--- config.mk ---
export PLATFORM = sky130hd
export DESIGN_NAME = ihc_hdr_core
export DESIGN_NICKNAME = d
export VERILOG_FILES = /design/src/sv/ihc_pkg.sv /design/src/sv/ihc_hdr_core.sv
export SDC_FILE = /design/constraint.sdc
export NUM_CORES = 1
export LEC_CHECK = 0
export BUFFER_PORTS_ARGS = -buffer_cell sky130_fd_sc_hd__buf_4
export CELL_PAD_IN_SITES_DETAIL_PLACEMENT = 2
export CELL_PAD_IN_SITES_GLOBAL_PLACEMENT = 2
export CORE_MARGIN = 5
export CORE_UTILIZATION = 35
export CTS_BUF_LIST = sky130_fd_sc_hd__clkbuf_16
export DETAILED_ROUTE_END_ITERATION = 10
export HOLD_SLACK_MARGIN = 0.12
export PLACE_DENSITY_LB_ADDON = 0.1
export SYNTH_ARGS = -nofsm -noshare
export SYNTH_HDL_FRONTEND = slang
export SYNTH_SLANG_ARGS = --single-unit
--- constraint.sdc ---
create_clock -name clk -period 5.2 [get_ports clk]
set_clock_uncertainty 0.1 [all_clocks]
set_input_delay 0.26 -clock clk [delete_from_list [all_inputs] [get_ports clk]]
set_output_delay 0.26 -clock clk [all_outputs]
set_load 0.02 [all_outputs]
--- src/sv/ihc_pkg.sv ---
package ihc_pkg;

  localparam int HEADER_BYTES = 48;
  localparam int CNT_W        = 7;

  localparam logic [31:0] CRC_POLY    = 32'hEDB8_8320;
  localparam logic [31:0] CRC_ONES    = 32'hFFFF_FFFF;
  localparam logic [31:0] MAGIC_RESET = 32'h4649_5052;

  localparam logic [CNT_W-1:0] MAGIC_END  = CNT_W'(4);
  localparam logic [CNT_W-1:0] CRC_END    = CNT_W'(HEADER_BYTES - 4);
  localparam logic [CNT_W-1:0] HDR_END    = CNT_W'(HEADER_BYTES);
  localparam logic [CNT_W-1:0] HDR_LAST   = CNT_W'(HEADER_BYTES - 1);

  typedef enum logic [1:0] {
    VERDICT_OK    = 2'd0,
    VERDICT_SMALL = 2'd1,
    VERDICT_MAGIC = 2'd2,
    VERDICT_CRC   = 2'd3
  } verdict_t;

  typedef struct packed {
    logic [7:0] data_byte;
    logic       end_of_image;
  } item_t;

  typedef struct packed {
    verdict_t    verdict;
    logic [31:0] computed_crc;
    logic [31:0] stored_crc;
  } result_t;

  // Reflected CRC-32 update by one byte, one bit per step.
  function automatic logic [31:0] crc_byte(input logic [31:0] crc, input logic [7:0] b);
    logic [31:0] c;
    c = crc ^ {24'd0, b};
    for (int k = 0; k < 8; k++) begin
      c = c[0] ? (CRC_POLY ^ (c >> 1)) : (c >> 1);
    end
    return c;
  endfunction

endpackage

--- src/sv/ihc_hdr_core.sv ---
module ihc_hdr_core import ihc_pkg::*; (
  input  logic        clk,
  input  logic        rst_n,
  input  logic        take,
  input  item_t       item,
  input  logic [31:0] magic,
  output logic        res_fire,
  output result_t     res
);

  logic [CNT_W-1:0] byte_count_r, byte_count_nxt;
  logic [31:0]      crc_r, crc_nxt;
  logic             magic_match_r, magic_match_nxt;
  logic [31:0]      stored_r, stored_nxt;
  logic             given_r, given_nxt;
  logic [7:0]       want;
  logic [31:0]      comp;

  assign want = magic[{byte_count_r[1:0], 3'b000} +: 8];
  assign comp = crc_r ^ CRC_ONES;

  always_comb begin
    byte_count_nxt  = byte_count_r;
    crc_nxt         = crc_r;
    magic_match_nxt = magic_match_r;
    stored_nxt      = stored_r;
    given_nxt       = given_r;
    res_fire        = 1'b0;
    res             = '{verdict: VERDICT_SMALL, computed_crc: '0, stored_crc: '0};

    if (!given_r) begin
      if (byte_count_r < MAGIC_END && item.data_byte != want) begin
        magic_match_nxt = 1'b0;
      end
      if (byte_count_r < CRC_END) begin
        crc_nxt = crc_byte(crc_r, item.data_byte);
      end else if (byte_count_r < HDR_END) begin
        stored_nxt = {item.data_byte, stored_r[31:8]};
      end
      if (byte_count_r < HDR_END) begin
        byte_count_nxt = byte_count_r + CNT_W'(1);
      end

      if (byte_count_r == HDR_LAST) begin
        res_fire         = 1'b1;
        given_nxt        = 1'b1;
        res.computed_crc = comp;
        res.stored_crc   = stored_nxt;
        if (!magic_match_nxt) begin
          res.verdict = VERDICT_MAGIC;
        end else if (comp != stored_nxt) begin
          res.verdict = VERDICT_CRC;
        end else begin
          res.verdict = VERDICT_OK;
        end
      end else if (item.end_of_image) begin
        res_fire = 1'b1;
      end
    end

    // End of image rearms for the next one.
    if (item.end_of_image) begin
      byte_count_nxt  = '0;
      crc_nxt         = CRC_ONES;
      magic_match_nxt = 1'b1;
      stored_nxt      = '0;
      given_nxt       = 1'b0;
    end
  end

  always_ff @(posedge clk) begin
    if (!rst_n) begin
      byte_count_r  <= '0;
      crc_r         <= CRC_ONES;
      magic_match_r <= 1'b1;
      stored_r      <= '0;
      given_r       <= 1'b0;
    end else if (take) begin
      byte_count_r  <= byte_count_nxt;
      crc_r         <= crc_nxt;
      magic_match_r <= magic_match_nxt;
      stored_r      <= stored_nxt;
      given_r       <= given_nxt;
    end
  end

endmodule

---- After elaboration in Yosys (flattened, before gate mapping) ----
Index checks and enable logic that the tools add are counted.
storage, ports and cells
  register bits after elaboration ......... 73
  bits of input ports ..................... 44
  output and inout port bits .............. 67
  logic and storage cells ................. 63
operators by class
  add/subtract/negate cells ............... 1
  $lt $le $gt $ge ......................... 3
  equality and inequality tests ........... 4
  shift operators ......................... 1
  multiplexer cells ....................... 33
  bitwise gates (word level) .............. 10
  reductions and logical operators ........ 6
operators with widths
  operator                                             count
  two-way mux 32 bit                                   16
  two-way mux 66 bit                                   2
  NOT 13 -> 14 bit                                     8
  inequality test 32 bit                               1
  NOT 32 bit                                           1
  variable part select 32 x 6 -> 8 bit                 1
  bitwise XOR 32 x 8 -> 32 bit                         1
  two-way mux 7 bit                                    3
  < comparator 7 x 6 -> 1 bit (second input constant)  2
  two-way mux 1 bit                                    10
  inequality test 8 bit                                1
  adder 7 x 1 -> 7 bit (second input constant)         1
  == test 7 x 6 -> 1 bit (second input constant)       1
  < comparator 7 x 3 -> 1 bit (second input constant)  1
  AND reduction 3 bit                                  2
  two-way mux 2 bit                                    2
  nonzero test 2 bit                                   2
  inequality test 2 bit (second input constant)        1
  AND reduction 2 bit                                  1
  logical AND 1 bit                                    1

---- Longest topological paths before layout ----
Gate-level depths: netlist (run 1).
  word-level depth ........................ 20
  mapped depth ............................ 10

---- Worst setup path before layout (run 1) ----
OpenSTA, ideal clock, no wires.
  path type ............................... reg2out
  from .................................... register byte_count_r[0]
  to ...................................... output res[65] (netlist bit)
  arrival ................................. 2063 ps
  setup slack ............................. 2777 ps
  stages on the path, launching flop included .. 9
  buffers on the path ..................... 1
  cells stage by stage .................... dfxtp_1 > buf_4 > mux4_2 > xnor2_1 > nand4_1 > nor2_1 > o31ai_1 > inv_1 > a21oi_1
RTL lines
  element                 RTL line            text
  start, declared         ihc_hdr_core.sv:11  logic [CNT_W-1:0] byte_count_r, byte_count_nxt;
  start signal, assigned  ihc_hdr_core.sv:79  byte_count_r <= byte_count_nxt;
  end, declared           ihc_hdr_core.sv:8   output result_t res

==> flow_summary_export.csv, run 1 <==
group,metric,value,unit
logic_synthesis,synthDistinctLibCells,53,
layout,nNetsFinal,741,
clocking,cts-resized-gates,0,
timing,whs,0.1600,ns
layout,antenna_cells,0,
logic_synthesis,syn_inst,610,
clocking,insertion_delay,0.34,ns
timing,maxSlewViolCount,0,
timing,hold_viol_final,0,
detailed_routing,drc_errors,0,
pwr,pwr_density_cell,355.9,nW/µm²
timing,tightest_slew,1.038,ns
floorplan,die_x,131.4,µm
critical_path,crit_slowest_cell,"dfxtp_1",
detailed_routing,wl_per_cell,23.94,µm
detailed_routing,viasPerCell,5.753,
floorplan,rows,44,
critical_path,path_max_fanout,24,
pwr,total_power,0.002281,W
global_route,grt_overflow_total,0,
critical_path,crit_buf_inv,2,
pwr,vdd_drop_max,0.0001660,V
clocking,post_cts_buffers,0,
timing,fin_crit_sh,0.6732,
clocking,clkTransAtPathRegs,0.06,ns
global_route,grt.total_usage,0.2412,
detailed_routing,drt_iter0_drc,341,
logic_synthesis,synth_edf_count,0,
logic_synthesis,netlist.area_leader.share,0.2834,
floorplan,boundaryPins,111,
pwr,leakage,2.335,nW
global_route,grt_pass1_wl,33200,µm
logic_synthesis,yosysMostFrequentCell,"dfxtp_1",
clocking,cts_max_path_buffers,2,
detailed_routing,drt-total-wl,21180,µm
floorplan,die_h,131.4,µm
timing,period_minus_slack,3.501,ns
global_route,grt_max_degree,69,
detailed_routing,dr.pass1.iters,5,
logic_synthesis,syn_nets,655,
placed_design,port_buffers,110,
critical_path,path_cells,"and4bb_1, buf_4, nand2_2, o311ai_0, nand4_1, nor4_1, and4_1, a21oi_1, buf_4",
detailed_routing,num_vias,5091,
logic_synthesis,yosys-top-cells-area,"dfxtp_1 28%, xnor2_1 9.0%, nor2b_1 8.4%",
critical_path,crit_path_frequent_cell,"buf_4",
logic_synthesis,synth-seq-cells,73,
worst_hold_path,hold_path_class,"input port to flip-flop",
timing,slew_headroom,0.3081,
logic_synthesis,synthArstFlopShare,0,
logic_synthesis,synth_top_area_cell,"dfxtp_1",
placed_design,dp_hpwl,15430,µm
flow_run,maxCapViolations,0,
logic_synthesis,synth_commonest_cells,"73 x dfxtp_1, 69 x nor2b_1, 62 x nor2_1, 53 x xnor2_1, 47 x o22ai_1",
timing,max_clock_freq,0.2857,GHz
clocking,cts_inserted_buffers,9,
status,status,"complete, no violations",
logic_synthesis,yosysSeqAreaShare,0.2834,
critical_path,critPathKind,"flip-flop to primary output",
critical_path,worstPathArrival,3.14,ns
placed_design,place_congestion,0.8554,
critical_path,critical-path-max-stage-delay,0.44,ns
critical_path,worst_setup_path_end_kind,"primary output",
floorplan,coreArea,14480,µm²
logic_synthesis,ys_warn_count,0,
logic_synthesis,synthFlopType,"dfxtp_1",
layout,layout-drive-gt1-share,0.2311,
timing,rsz0062_at_grt,"false",
critical_path,cp.depth,9,
worst_hold_path,holdPathStages,3,
global_route,antenna_found_initial,0,
detailed_routing,drtAntennaViolNets,0,
clocking,cts_tree,"built",
clocking,cts_root_buffer,"clkbuf_16",
critical_path,cp_top_family,"simple AND/OR/NAND/NOR gates",
critical_path,required,4.84,ns
timing,setup_viol,0,
floorplan,start_util,0.3562,
logic_synthesis,netlist_area,5157,µm²
global_route,grt_pass1_vias,5556,
critical_path,critPathLaunchType,"flip-flop",
floorplan,die-area,17260,µm²
clocking,hold_buffers,0,
layout,area_delta_synth_final,24.26,%
logic_synthesis,avgSynthCellArea,8.455,µm²
critical_path,ff2ff_path_depth,7,
clocking,cts_htree_levels,3,
clocking,clock-sinks,73,
timing,setup_tns,0,ns
-- registers in the layout (all words and copies together), names as in the netlist --
signal and flops:
byte_count_r 7, crc_r 32, given_r 1, magic_match_r 1
stored_r 32
-- per-stage QoR --
step | instances | cell area [µm²] | util | setup WS [ns]
2_1_floorplan | 610 | 5157 | - | 2.777
3_3_place_gp | 869 | 6097 | 0.4211 | 2.245
3_5_place_dp | 869 | 6097 | 0.4211 | 2.058
4_1_cts | 885 | 6409 | 0.4426 | 1.679
5_1_grt | 885 | 6409 | 0.4426 | 1.445
6_report | 885 | 6409 | 0.4426 | 1.699
-- cell usage in the layout (no fill, tap or decap), drive strengths merged, types with 11 or more instances in the layout --
master,netlist,layout
xor2,24,24
buf,16,117
o22ai,47,47
xnor2,68,68
dfxtp,73,73
nor3,11,11
a22oi,32,32
nand4,25,25
nor2b,69,69
inv,22,23
o311ai,18,18
nand2,40,40
nor2,63,63
and2,18,18
-- worst paths after layout --
check                  startpoint       endpoint  slack [ns]
setup reg to reg  byte_count_r[4]    stored_r[2]        2.44
hold / removal               take        given_r        0.16
setup / recovery  byte_count_r[3]        res[65]        1.70
hold reg to reg     magic_match_r  magic_match_r        0.39
-- report_power, final --
part / internal [W] / total (W) / switching (W)
combinational: 0.000414 / 0.000845 / 0.000432
clock: 0.000415 / 0.000669 / 0.000254
sequential: 0.000612 / 0.000766 / 0.000154
total: 0.00144 / 0.00228 / 0.000840
-- tightest hold or removal path: cells and delay by family --
family,cells,cell delay [ns]
buffers and inverters,1,0.14
AO/OA/AOI/OAI,1,0.08
AND/OR/NAND/NOR,1,0.08
-- cell type report --
type / instances / area (µm²)
Clock buffer: 9 / 225.2
Clock inverter: 7 / 86.33
Fill cell: 1646 / 8070
Inverter: 22 / 82.58
Multi-Input combinational cell: 473 / 3445
Sequential cell: 73 / 1461
Tap cell: 184 / 230.2
Timing Repair Buffer: 117 / 878.3
-- kinds of logic after synthesis --
kind of cell               share of synthesized area
AOI/OAI and AO/OA                             0.1640
and+or+nand+nor                               0.2521
DFF                                           0.2834
adders and majority gates                   0.002426
buffers and inverters                        0.05288
xor gates and xnor gates                      0.1987
muxes                                        0.04658
-- per-layer routing --
layer  wire length [µm]  global-route usage  share of wire  up-vias
met2               9908              0.3995           0.47      166
met3               1133             0.05696          0.053       28
met4                439             0.06514          0.021        0
met5                  0                   0              0        -
met1               9702              0.3159           0.46     2558
li1                   -                   -              -     2339
No activity file was read; power rests on OpenSTA's default activity.
==> run 2: changes to the inputs <==
--- a/config.mk
+++ b/config.mk
@@ -9,7 +9,7 @@
 export CELL_PAD_IN_SITES_DETAIL_PLACEMENT = 2
 export CELL_PAD_IN_SITES_GLOBAL_PLACEMENT = 2
 export CORE_MARGIN = 5
-export CORE_UTILIZATION = 35
+export CORE_UTILIZATION = 29
 export CTS_BUF_LIST = sky130_fd_sc_hd__clkbuf_16
 export DETAILED_ROUTE_END_ITERATION = 10
 export HOLD_SLACK_MARGIN = 0.12
==> constraint.sdc (replaced) <==
create_clock -name clk -period 2.9 [get_ports clk]
set_clock_uncertainty 0.1 [all_clocks]
set_input_delay 0.145 -clock clk [delete_from_list [all_inputs] [get_ports clk]]
set_output_delay 0.145 -clock clk [all_outputs]
set_load 0.02 [all_outputs]
==> run 2 against run 1 <==
Against the previous run:
- the flow now finishes with violations (setup timing)
- via count increased by 2.0%
- worst hold slack improved by 0.034 ns
- count of clock-buffer cells in the layout unchanged
- flip-flop and latch count unchanged
- first-iteration DRC count decreased by 7.3%
- sequential power increased by 78%
- power increased by 87%
- design area increased by 8.6%
- critical path depth increased by 1
- largest cell class unchanged
- critical path type unchanged
==> flow_summary_export.csv, run 2 (synthesis results as in run 1) <==
group,metric,value,unit
placed_design,place_congestion,0.8357,
timing,rsz0062_at_grt,"true",
clocking,clkTransAtPathRegs,0.07,ns
status,violations,"setup timing",
critical_path,critPathLaunchType,"flip-flop",
timing,fin_crit_sh,1.005,
status,status,"finished, violations left",
critical_path,path_max_fanout,6,
timing,setup_viol,1,
timing,maxSlewViolCount,0,
worst_hold_path,holdPathStages,2,
global_route,grt_max_degree,69,
layout,antenna_cells,0,
layout,reg_top3,"crc_r (32), stored_r (32), byte_count_r (7)",
floorplan,die-area,20550,µm²
timing,tightest_slew,0.7012,ns
floorplan,die_h,143.4,µm
timing,slew_headroom,0.5325,
placed_design,dp_hpwl,16080,µm
global_route,grt.total_usage,0.2185,
timing,hold_viol_final,0,
detailed_routing,drt_iter0_drc,316,
critical_path,r2r-end,"crc_r[19]",
critical_path,critPathKind,"flip-flop to primary output",
clocking,cts_tree,"built",
detailed_routing,num_vias,5195,
clocking,cts_max_path_buffers,2,
critical_path,path_cells,"and4bb_4, buf_12, buf_8, nand4_1, o311ai_2, nand4_1, nor4_2, and4_4, o21ai_1, buf_4",
layout,layout_commonest_cell,"buf_4",
worst_hold_path,hp-start,"rst_n",
clocking,cts_htree_levels,3,
critical_path,worstPathArrival,2.67,ns
critical_path,critical-path-max-stage-delay,0.44,ns
timing,whs,0.1939,ns
critical_path,r2r_slack,0.66,ns
placed_design,port_buffers,110,
timing,finalWorstSetupSlack,-0.01407,ns
pwr,leakage,2.572,nW
global_route,antenna_found_initial,0,
detailed_routing,wl_per_cell,23.05,µm
detailed_routing,drtAntennaViolNets,0,
clocking,clock-sinks,73,
flow_run,maxCapViolations,0,
floorplan,die_x,143.4,µm
detailed_routing,dr.pass1.iters,4,
layout,area_delta_synth_final,34.89,%
floorplan,rows,48,
layout,nNetsFinal,776,
layout,layout_common_cells,"135 x buf_4, 69 x nor2b_1, 68 x dfxtp_1",
floorplan,coreArea,17360,µm²
global_route,grt_pass1_wl,34100,µm
detailed_routing,viasPerCell,5.406,
worst_hold_path,hold_end,"crc_r[30]",
critical_path,required,2.65,ns
timing,max_clock_freq,0.3432,GHz
floorplan,start_util,0.2971,
clocking,insertion_delay,0.35,ns
layout,stdcell_count,961,
clocking,cts_root_buffer,"clkbuf_16",
critical_path,r2r_start,"crc_r[7]",
detailed_routing,drt-total-wl,22160,µm
global_route,grt_pass1_vias,5504,
clocking,cts_inserted_buffers,9,
global_route,grt_overflow_total,0,
pwr,vdd_drop_max,0.0002681,V
detailed_routing,drc_errors,0,
critical_path,crit_slowest_cell,"and4bb_4",
timing,period_minus_slack,2.914,ns
worst_hold_path,hold_path_class,"input port to flip-flop",
critical_path,worst_setup_path_end_kind,"primary output",
layout,layout-drive-gt1-share,0.2853,
critical_path,crit_path_frequent_cell,"nand4_1",
floorplan,boundaryPins,111,
placed_design,numPlacedInstances,924,
critical_path,ff2ff_path_depth,6,
pwr,pwr_density_cell,611.9,nW/µm²
==> run 2: changes by cell type in the layout (fill, tap and decap cells not counted), sizes merged <==
cell / delta
bufinv: +1
buf: +23
clkinvlp: -1
clkinv: -1
nor2: +1
nand2: +1
inv: +1
dlygate4sd3: +10
==> run 2: per-layer routing <==
| metal | GRT usage | vias up | share of wire |
|---|---|---|---|
| met3 | 0.05025 | 17 | 0.054 |
| met2 | 0.3620 | 148 | 0.48 |
| met5 | 0 | - | 0 |
| met1 | 0.2920 | 2619 | 0.46 |
| li1 | - | 2411 | - |
| met4 | 0.04856 | 0 | 0.012 |
==> run 2: power breakdown <==
part / switching [W] / internal [W]
registers: 0.000260 / 0.00110
logic: 0.000770 / 0.000785
clock network: 0.000494 / 0.000851
total: 0.00152 / 0.00273
==> run 2: worst max path at each step <==
stage / cells past startpoint / end / from / slack, ns
3_5_place_dp: 8 / res[65] / byte_count_r[3] / 0.06
5_1_grt: 10 / res[64] / byte_count_r[4] / -0.11
4_1_cts: 10 / res[65] / byte_count_r[4] / 0.007
6_report: 10 / res[64] / byte_count_r[4] / -0.01
2_1_floorplan: 8 / res[65] / byte_count_r[0] / 0.59
3_3_place_gp: 8 / res[65] / byte_count_r[3] / 0.19
==> run 2: critical path, delay by kind of cell (launching register included) <==
family | cells | cell delay (ns)
simple gates | 5 | 1.35
buf+inv | 3 | 0.43
flops | 1 | 0.35
compound gates | 2 | 0.17
==> run 2: per-stage QoR <==
stage | utilization | instance area [µm²] | total power (W) | setup slack [ns] | setup TNS, ns
after floorplan | - | 5157 | 0.002420 | 0.5915 | 0
after global placement | 0.3599 | 6246 | 0.002832 | 0.1945 | 0
after detailed placement | 0.3599 | 6246 | 0.002868 | 0.06232 | 0
after CTS | 0.3962 | 6877 | 0.004280 | 0.007321 | 0
after global routing | 0.4008 | 6957 | 0.004485 | -0.1112 | -0.2040
final | 0.4008 | 6957 | 0.004257 | -0.01407 | -0.01407
==> run 2: layout make-up <==
cell class                      instances  area [µm²]
Tap cell                              225       281.5
Fill cell                            1929       10400
Inverter                               22       82.58
Clock buffer                            9       225.2
Multi-Input combinational cell        475        3572
Clock inverter                          7       126.4
Timing Repair Buffer                  150        1199
Sequential cell                        73        1470
==> run 2: timing repair <==
item	CTS	global route
endpoints found under the setup margin	46	2
cloned	2	1
gates resized for setup	45	8
buffers inserted	3	5
hold buffers	10	0
pin swaps	4	2
endpoints found under the hold margin	11	0
==> run 3: changes to the inputs <==
--- a/config.mk
+++ b/config.mk
@@ -13,6 +13,7 @@
 export CTS_BUF_LIST = sky130_fd_sc_hd__clkbuf_16
 export DETAILED_ROUTE_END_ITERATION = 10
 export HOLD_SLACK_MARGIN = 0.12
+export MAX_ROUTING_LAYER = met4
 export PLACE_DENSITY_LB_ADDON = 0.1
 export SYNTH_ARGS = -nofsm -noshare
 export SYNTH_HDL_FRONTEND = slang
==> run 3 against run 2 <==
Against the previous run:
- the flow now finishes without violations
- design area is the same
- flip-flop and latch count stayed put
- utilization is the same
- sequential power about the same
- worst hold slack lost 0.0046 ns
- clock power about the same
- routed wire length hardly changed
- non-clock buffer count unchanged
- sequential share of layout area unchanged
- final cell count unchanged
- setup slack improved by 0.030 ns
==> flow_summary_export.csv, run 3 (synthesis results as in run 1) <==
group,metric,value,unit
detailed_routing,num_vias,5189,
detailed_routing,drt-total-wl,22150,µm
critical_path,worstPathArrival,2.64,ns
timing,max_clock_freq,0.3468,GHz
flow_run,maxCapViolations,0,
global_route,grt_overflow_total,0,
critical_path,critPathLaunchType,"flip-flop",
clocking,cts_inserted_buffers,9,
clocking,cts_tree,"built",
detailed_routing,drt_iter0_drc,298,
timing,fin_crit_sh,0.9944,
critical_path,path_max_fanout,6,
critical_path,crit_slowest_cell,"and4bb_4",
worst_hold_path,hp-start,"rst_n",
layout,reg_top3,"crc_r (32), stored_r (32), byte_count_r (7)",
clocking,cts_root_buffer,"clkbuf_16",
pwr,leakage,2.572,nW
clocking,cts_htree_levels,3,
layout,layout_commonest_cell,"buf_4",
critical_path,r2r-end,"crc_r[19]",
timing,tightest_slew,0.6946,ns
floorplan,boundaryPins,111,
pwr,vdd_drop_max,0.0002672,V
status,status,"complete, no violations",
worst_hold_path,hold_path_class,"input port to flip-flop",
placed_design,place_congestion,0.8486,
timing,maxSlewViolCount,0,
critical_path,r2r_slack,0.66,ns
placed_design,dp_slack,0.06232,ns
critical_path,critical-path-max-stage-delay,0.43,ns
pwr,pwr_density_cell,611.3,nW/µm²
global_route,antenna_found_initial,0,
critical_path,cp_top_family,"simple AND/OR/NAND/NOR gates",
layout,nNetsFinal,776,
floorplan,die-area,20550,µm²
critical_path,critPathKind,"flip-flop to primary output",
layout,area_delta_synth_final,34.89,%
timing,setup_viol,0,
detailed_routing,dr.pass1.iters,4,
timing,finalWorstSetupSlack,0.01627,ns
clocking,insertion_delay,0.35,ns
global_route,grt_max_degree,69,
critical_path,ff2ff_path_depth,6,
clocking,cts_max_path_buffers,2,
global_route,grt_pass1_wl,33980,µm
layout,layout_common_cells,"135 x buf_4, 69 x nor2b_1, 68 x dfxtp_1",
layout,antenna_cells,0,
critical_path,required,2.65,ns
floorplan,rows,48,
floorplan,start_util,0.2971,
placed_design,port_buffers,110,
critical_path,r2r_start,"crc_r[7]",
placed_design,postPlaceCellArea,6246,µm²
clocking,clkTransAtPathRegs,0.07,ns
critical_path,crit_buf_inv,3,
layout,layout-drive-gt1-share,0.2853,
timing,hold_viol_final,0,
critical_path,worst_setup_path_end_kind,"primary output",
timing,period_minus_slack,2.884,ns
clocking,clock-sinks,73,
detailed_routing,drc_errors,0,
timing,slew_headroom,0.5369,
floorplan,die_h,143.4,µm
placed_design,dp_hpwl,16080,µm
worst_hold_path,hold_end,"crc_r[30]",
detailed_routing,viasPerCell,5.400,
global_route,grt_pass1_vias,5546,
critical_path,crit_path_frequent_cell,"nand4_1",
worst_hold_path,holdPathStages,2,
floorplan,die_x,143.4,µm
timing,rsz0062_at_grt,"true",
critical_path,path_cells,"and4bb_4, buf_12, buf_8, nand4_1, o311ai_2, nand4_1, nor4_2, and4_4, o21ai_1, buf_4",
layout,finish.instance_area,6957,µm²
detailed_routing,wl_per_cell,23.05,µm
floorplan,coreArea,17360,µm²
detailed_routing,drtAntennaViolNets,0,
global_route,grt.total_usage,0.2250,
run 3: cell counts in the layout (fill, tap and decap cells not counted):
Identical to the previous run, type by type.
run 3: how the worst max path moves through the flow:
stage	slack, ns	from	cells after the start	end
2_1_floorplan	0.59	byte_count_r[0]	8	res[65]
3_3_place_gp	0.19	byte_count_r[3]	8	res[65]
3_5_place_dp	0.06	byte_count_r[3]	8	res[65]
4_1_cts	0.007	byte_count_r[4]	10	res[65]
5_1_grt	-0.11	byte_count_r[4]	10	res[64]
6_report	0.02	byte_count_r[4]	10	res[64]
run 3: power by group:
part / internal, W / switching, W / total, W
Clock: 0.000851 / 0.000493 / 0.00134
Combinational: 0.000785 / 0.000766 / 0.00155
Sequential: 0.00110 / 0.000260 / 0.00136
Total: 0.00273 / 0.00152 / 0.00425
run 3: area by class of cell:
type                    count  area, µm²
multi-input cells         475       3572
clock buffers               9      225.2
repair buffers            150       1199
well taps                 225      281.5
inverters                  22      82.58
fillers                  1929      10400
clock inverters             7      126.4
flip-flops and latches     73       1470
run 3: worst reg2reg max path, stage by stage, from the launching register on:
cell and delay, ns:
dfxtp_1 0.70, xnor2_4 0.21, xor2_2 0.41, xnor2_2 0.21, xnor2_1 0.18, nor3_1 0.19, o21ai_1 0.08
run 3: metrics by stage:
stage	total power, W	std cells	hold WS (ns)	TNS (ns)	utilization
global route	0.004485	961	0.2185	-0.2037	0.4008
floorplan	0.002420	610	0.2001	0	-
finish	0.004252	961	0.1893	0	0.4008
detailed placement	0.002868	924	0.3509	0	0.3599
global placement	0.002832	924	0.3433	0	0.3599
CTS	0.004280	955	0.1896	0	0.3962
run 3: repair_timing:
action                                  CTS  global route
resized for setup                        45             8
endpoints found under the setup margin   46             2
gates cloned                              2             1
endpoints found under the hold margin    11             0
setup buffers                             3             5
hold buffers                             10             0
pin swaps                                 4             2
run 3: routing by layer:
layer | vias to the layer above | track usage | share of wire
met5 | - | - | 0
met4 | 0 | 0.04856 | 0.014
met3 | 19 | 0.04393 | 0.054
met2 | 151 | 0.3633 | 0.48
met1 | 2613 | 0.2946 | 0.45
li1 | 2406 | - | -
